$ cat src/hdl/ugn_pkg.sv
// ugn_pkg: field widths, codes and the controller/datapath command and status words
// for the uniform grid neighbor engine; no dependencies
package ugn_pkg;

    localparam int KIND_W     = 3;
    localparam int ID_W       = 16;
    localparam int POS_W      = 24;
    localparam int RAD_W      = 23;
    localparam int LIM_W      = 7;
    localparam int ST_W       = 2;
    localparam int GRID_W     = 7;
    localparam int SCALE_W    = 24;
    localparam int CFG_IDX_W  = 3;
    localparam int CFG_DATA_W = 24;
    localparam int MAX_RESULTS = 64;

    // shared multiplier: 26x26 signed, 52 bit product
    localparam int MUL_W      = 26;
    localparam int PROD_W     = 2 * MUL_W;
    localparam int CELL_SHIFT = 32;
    localparam int HI_W       = PROD_W - CELL_SHIFT;

    // distance arithmetic
    localparam int DW    = POS_W + 1;
    localparam int SQ_W  = 2 * POS_W + 1;
    localparam int SUM_W = SQ_W + 1;
    localparam int RSQ_W = 2 * RAD_W;

    localparam int ENT_W = ID_W + 2 * POS_W;

    typedef enum logic [KIND_W-1:0] {
        K_INSERT = 3'd0,
        K_CLEAR  = 3'd1,
        K_CELL   = 3'd2,
        K_NBHD   = 3'd3,
        K_RADIUS = 3'd4
    } kind_t;

    typedef enum logic [ST_W-1:0] {
        ST_OK   = 2'd0,
        ST_FULL = 2'd1,
        ST_NONE = 2'd2
    } status_t;

    typedef enum logic [CFG_IDX_W-1:0] {
        CFG_COLUMNS = 3'd0,
        CFG_ROWS    = 3'd1,
        CFG_COL_SC  = 3'd2,
        CFG_ROW_SC  = 3'd3,
        CFG_SPAN_SC = 3'd4
    } cfg_idx_t;

    typedef enum logic [2:0] {
        MOP_NONE = 3'd0,
        MOP_COL  = 3'd1,
        MOP_ROW  = 3'd2,
        MOP_SPAN = 3'd3,
        MOP_RSQ  = 3'd4,
        MOP_DX   = 3'd5,
        MOP_DY   = 3'd6
    } mul_op_t;

    typedef struct packed {
        logic    load_item;
        mul_op_t mul_op;
        logic    span_fixed;
        logic    scan_init;
        logic    scan_next;
        logic    fill_rd;
        logic    ent_init;
        logic    ent_rd;
        logic    ent_next;
        logic    ins_write;
        logic    set_fin;
        status_t fin_code;
        logic    hit;
        logic    out_final;
        logic    sweep_step;
    } cmd_t;

    typedef struct packed {
        logic [KIND_W-1:0] kind;
        logic cell_ok;
        logic last_cell;
        logic ent_more;
        logic full;
        logic in_range;
        logic limit_next;
        logic pend_valid;
        logic out_free;
        logic sweep_last;
    } stat_t;

endpackage

$ cat src/hdl/ugn_controller.sv
// ugn_controller: one-hot sequencer for insert, clear and query items
// depends on ugn_pkg
module ugn_controller (
    input  logic           clk,
    input  logic           rst_n,
    input  logic           in_valid,
    output logic           in_ready,
    input  ugn_pkg::stat_t stat,
    output ugn_pkg::cmd_t  cmd
);

    typedef enum logic [19:0] {
        S_RSTCLR = 20'b1 << 0,
        S_IDLE   = 20'b1 << 1,
        S_DISP   = 20'b1 << 2,
        S_CLR    = 20'b1 << 3,
        S_MCOL   = 20'b1 << 4,
        S_MROW   = 20'b1 << 5,
        S_MSPAN  = 20'b1 << 6,
        S_MRSQ   = 20'b1 << 7,
        S_INIT   = 20'b1 << 8,
        S_IRD    = 20'b1 << 9,
        S_ICHK   = 20'b1 << 10,
        S_CELL   = 20'b1 << 11,
        S_FILLW  = 20'b1 << 12,
        S_ENT    = 20'b1 << 13,
        S_ENTW   = 20'b1 << 14,
        S_MDY    = 20'b1 << 15,
        S_CMPW   = 20'b1 << 16,
        S_CMP    = 20'b1 << 17,
        S_HIT    = 20'b1 << 18,
        S_FIN    = 20'b1 << 19
    } state_t;

    state_t state_reg, state_next;
    logic   is_radius, is_insert;

    assign is_radius = stat.kind == ugn_pkg::K_RADIUS;
    assign is_insert = stat.kind == ugn_pkg::K_INSERT;

    always_ff @(posedge clk or negedge rst_n)
    begin
        if (!rst_n)
            state_reg <= S_RSTCLR;
        else
            state_reg <= state_next;
    end

    always_comb
    begin
        state_next = state_reg;
        cmd        = '0;
        in_ready   = 1'b0;
        unique case (state_reg)
            S_RSTCLR:
            begin
                cmd.sweep_step = 1'b1;
                if (stat.sweep_last)
                    state_next = S_IDLE;
            end
            S_IDLE:
            begin
                in_ready = 1'b1;
                if (in_valid)
                begin
                    cmd.load_item = 1'b1;
                    state_next    = S_DISP;
                end
            end
            S_DISP:
            begin
                unique case (stat.kind) inside
                    ugn_pkg::K_CLEAR: state_next = S_CLR;
                    ugn_pkg::K_INSERT, ugn_pkg::K_CELL, ugn_pkg::K_NBHD, ugn_pkg::K_RADIUS:
                        state_next = S_MCOL;
                    default: state_next = S_IDLE;
                endcase
            end
            S_CLR:
            begin
                cmd.sweep_step = 1'b1;
                if (stat.sweep_last)
                begin
                    cmd.set_fin  = 1'b1;
                    cmd.fin_code = ugn_pkg::ST_OK;
                    state_next   = S_FIN;
                end
            end
            S_MCOL:
            begin
                cmd.mul_op = ugn_pkg::MOP_COL;
                state_next = S_MROW;
            end
            S_MROW:
            begin
                cmd.mul_op = ugn_pkg::MOP_ROW;
                state_next = S_MSPAN;
            end
            S_MSPAN:
            begin
                if (is_radius)
                    cmd.mul_op = ugn_pkg::MOP_SPAN;
                else
                    cmd.span_fixed = 1'b1;
                state_next = S_MRSQ;
            end
            S_MRSQ:
            begin
                if (is_radius)
                    cmd.mul_op = ugn_pkg::MOP_RSQ;
                state_next = S_INIT;
            end
            S_INIT:
            begin
                cmd.scan_init = 1'b1;
                cmd.set_fin   = 1'b1;
                cmd.fin_code  = ugn_pkg::ST_NONE;
                state_next    = is_insert ? S_IRD : S_CELL;
            end
            S_IRD:
            begin
                cmd.fill_rd = 1'b1;
                state_next  = S_ICHK;
            end
            S_ICHK:
            begin
                cmd.set_fin   = 1'b1;
                cmd.fin_code  = stat.full ? ugn_pkg::ST_FULL : ugn_pkg::ST_OK;
                cmd.ins_write = !stat.full;
                state_next    = S_FIN;
            end
            S_CELL:
            begin
                if (stat.cell_ok)
                begin
                    cmd.fill_rd = 1'b1;
                    state_next  = S_FILLW;
                end
                else if (stat.last_cell)
                    state_next = S_FIN;
                else
                    cmd.scan_next = 1'b1;
            end
            S_FILLW:
            begin
                cmd.ent_init = 1'b1;
                state_next   = S_ENT;
            end
            S_ENT:
            begin
                if (stat.ent_more)
                begin
                    cmd.ent_rd = 1'b1;
                    state_next = S_ENTW;
                end
                else if (stat.last_cell)
                    state_next = S_FIN;
                else
                begin
                    cmd.scan_next = 1'b1;
                    state_next    = S_CELL;
                end
            end
            S_ENTW:
            begin
                if (is_radius)
                begin
                    cmd.mul_op = ugn_pkg::MOP_DX;
                    state_next = S_MDY;
                end
                else
                    state_next = S_HIT;
            end
            S_MDY:
            begin
                cmd.mul_op = ugn_pkg::MOP_DY;
                state_next = S_CMPW;
            end
            S_CMPW:
                state_next = S_CMP;
            S_CMP:
            begin
                if (stat.in_range)
                    state_next = S_HIT;
                else
                begin
                    cmd.ent_next = 1'b1;
                    state_next   = S_ENT;
                end
            end
            S_HIT:
            begin
                if (!stat.pend_valid || stat.out_free)
                begin
                    cmd.hit      = 1'b1;
                    cmd.ent_next = 1'b1;
                    state_next   = stat.limit_next ? S_FIN : S_ENT;
                end
            end
            S_FIN:
            begin
                if (stat.out_free)
                begin
                    cmd.out_final = 1'b1;
                    state_next    = S_IDLE;
                end
            end
            default:
                state_next = S_IDLE;
        endcase
    end

endmodule

$ cat config.mk
export PLATFORM = sky130hd
export DESIGN_NAME = ugn_controller
export DESIGN_NICKNAME = d
export VERILOG_FILES = /design/src/hdl/ugn_pkg.sv /design/src/hdl/ugn_controller.sv
export SDC_FILE = /design/constraint.sdc
export NUM_CORES = 1
export LEC_CHECK = 0
export BUFFER_PORTS_ARGS = -buffer_cell sky130_fd_sc_hd__buf_2
export CAP_MARGIN = 10
export CORE_ASPECT_RATIO = 0.5
export CORE_UTILIZATION = 30
export DETAILED_ROUTE_END_ITERATION = 8
export HOLD_SLACK_MARGIN = 0.05
export PLACE_DENSITY = 0.61
export SLEW_MARGIN = 30
export SYNTH_ARGS = -nofsm -noshare
export SYNTH_HDL_FRONTEND = slang
export SYNTH_SLANG_ARGS = --single-unit
$ cat constraint.sdc
create_clock -name clk -period 2.2 [get_ports clk]
set_input_delay 0.33 -clock clk [delete_from_list [all_inputs] [get_ports clk]]
set_output_delay 0.33 -clock clk [all_outputs]
set_load 0.02 [all_outputs]
==> reports/qor.yml <==
outcome: "finished with violations"
violations: "negative setup slack"
crit_required_ps: 1870
netlist_area_um2: 1423
grt_usage_pct: 20.95
start_util_pct: 31.85
dp_slack_ps: -179.7
ant_nets: 0
dieArea_um2: 5038
crit_type: "reg2out"
grt.overflow.total: 0
peakVddDrop_mv: 0.2996
clk_latency_ps: 270
routed_wirelength_um: 5274
fin_nets: 273
cts_max_level: 1
p_leak_nw: 1.256
rows: 17
io_buffers: 33
fillCellCount: 375
grt_max_degree: 21
dpl-instance-area_um2: 1956
num_vias: 1706
clkTransAtPathRegs_ps: 90
synth_commonest_cells: "dfrtp_1, nor2_1, nand2_1"
regArea_um2: 501.7
wire_per_inst_um: 16.80
antenna_found_initial: 0
syn_area_per_cell_um2: 9.004
clockRootBuffer: "clkbuf_8"
synthFlopType: "dfrtp_1"
grt_pass1_wl_um: 8066
rsz0062_at_grt: "yes"
drt_iter0_markers: 106
synth.distinct_cells: 49
grt_pass1_vias: 1686
drtPass1Iterations: 4
viasPerCell: 5.433
worstSetupEndpointType: "primary output"
hold_path.class: "in2reg"
cts_buffers: 3
drive_gt1_share_pct: 60.70
power_frac_seq_pct: 23.5
die_x_um: 99.39
power_frac_clock_pct: 21.6
io_pins: 34
fmax_mhz: 378.7
finalCritPeriodShare_pct: 120.0
tightestPinTransition_ps: 482.4
hold_violations: 0
place_hpwl_um: 3535
yosysTopAreaCell: "dfrtp_1"
internal_power_mw: 1.138
synth.most_common_cell: "dfrtp_1"
power_mw: 1.750
fin_worst_skew_ps: 8.692
multiInputGateArea_um2: 1126
antennaDiodeCount: 0
finalMaxSlewViolations: 0
synthTopCellsByArea: "dfrtp_1, nor4_4, nor2_1"
syn_to_final_growth_pct: 83.55
cts_tree: "built"
setup_viol: 23
largest_reg_flops: 20
p_sw_mw: 0.6113
synth_seq_cells: 20
cts_buffer_depth: 2
cellPowerDensity_nw_per_um2: 670.1
synth_cells: 158
synth_top_area_share_pct: 33.42
drv_cap: 0
die_h_um: 50.70
stdcell_area_um2: 2611
yosysSeqAreaShare_pct: 35.27
core_area_um2: 4467
drc: 0
p_comb_share_pct: 54.9
fin_crit_ps: 2641
synth_edf_count: 0
yosys_warnings: 0
syn_nets: 173
start_kind: "flop"
slew_headroom_pct: 67.59
cp.arrival_ps: 2310
clock-sinks: 20
postLayoutSetupSlackWorst_ps: -440.7
crit_path_max_fanout: 3
gp_congestion: 0.8227
async_reset_ff_share_pct: 100.0
fin_setup_tns_ps: -5319
switching_share_pct: 34.94
## worst paths after layout
kind,from,end,slack [ps],cells past startpoint
max,state_reg[9],cmd[7],-440,6
min,in_valid,state_reg[2],320,2
max reg2reg,state_reg[9],state_reg[19],-280,10
min reg2reg,state_reg[17],state_reg[17],630,2
max in group asynchronous,rst_n,state_reg[0],1290,2
min in group asynchronous,rst_n,state_reg[11],560,2
## placed cells by master, fill, tap and decap left out, types with 5 or more instances in the layout
master and n:
nand2_1 6, dfrtp_1 19, buf_4 54, nand4_1 5
nor2b_1 6, nor2_1 12, buf_2 14, buf_6 29
nor4_4 6
## metrics by stage
stage	util (%)	std cells	hold WS (ps)
2_1_floorplan	-	158	34.41
4_1_cts	54.68	307	311.6
3_5_place_dp	43.78	283	306.4
6_report	58.46	314	316.3
5_1_grt	58.46	314	314.4
3_3_place_gp	43.78	283	300.5
## power by group through the flow
stage	clock network [mW]	registers [mW]	logic [mW]
6_report	0.378	0.411	0.961
5_1_grt	0.396	0.412	1.03
4_1_cts	0.378	0.411	0.807
3_5_place_dp	0	0.418	0.541
3_3_place_gp	0	0.418	0.533
2_1_floorplan	0	0.415	0.309
## kinds of logic (layout without fill, tap and decap cells)
group	Yosys count	in the layout	synth area share, %
simple gates	96	96	44.42
xor+xnor	6	6	3.694
flops	20	20	35.27
buf+inv	10	109	2.903
compound gates	26	26	13.72
## worst max-delay path, cell delays in order (launching register included)
cell and delay, ps:
dfrtp_1 430, nor4_4 400, nand4_1 190, or3_4 360, or3b_4 400, o22ai_4 110, buf_6 140
## routing by layer
layer	vias up	GRT usage (%)	part of all wire [%]	routed length, um
met5	-	0	0	0
met4	0	4.657	2.0	106
met3	18	5.850	6.7	355
met2	60	37.38	49	2590
met1	836	25.38	42	2222
li1	792	-	-	-
## timing repair
action,4_1_cts,5_1_grt
hold endpoints to repair,19,0
hold buffers,1,0
setup endpoints to repair,21,26
pin swaps,30,21
buffers inserted,21,13
resized for setup,77,30
## layout make-up
type	count	share of cell area [%]
clock buffer	3	1.581
clock inverter	1	1.150
inverter	7	1.102
multi-input combinational	128	43.12
sequential	20	19.21
tap	57	2.731
timing repair buffer	98	31.10
Note: power is estimated with default switching activity, not from simulation.
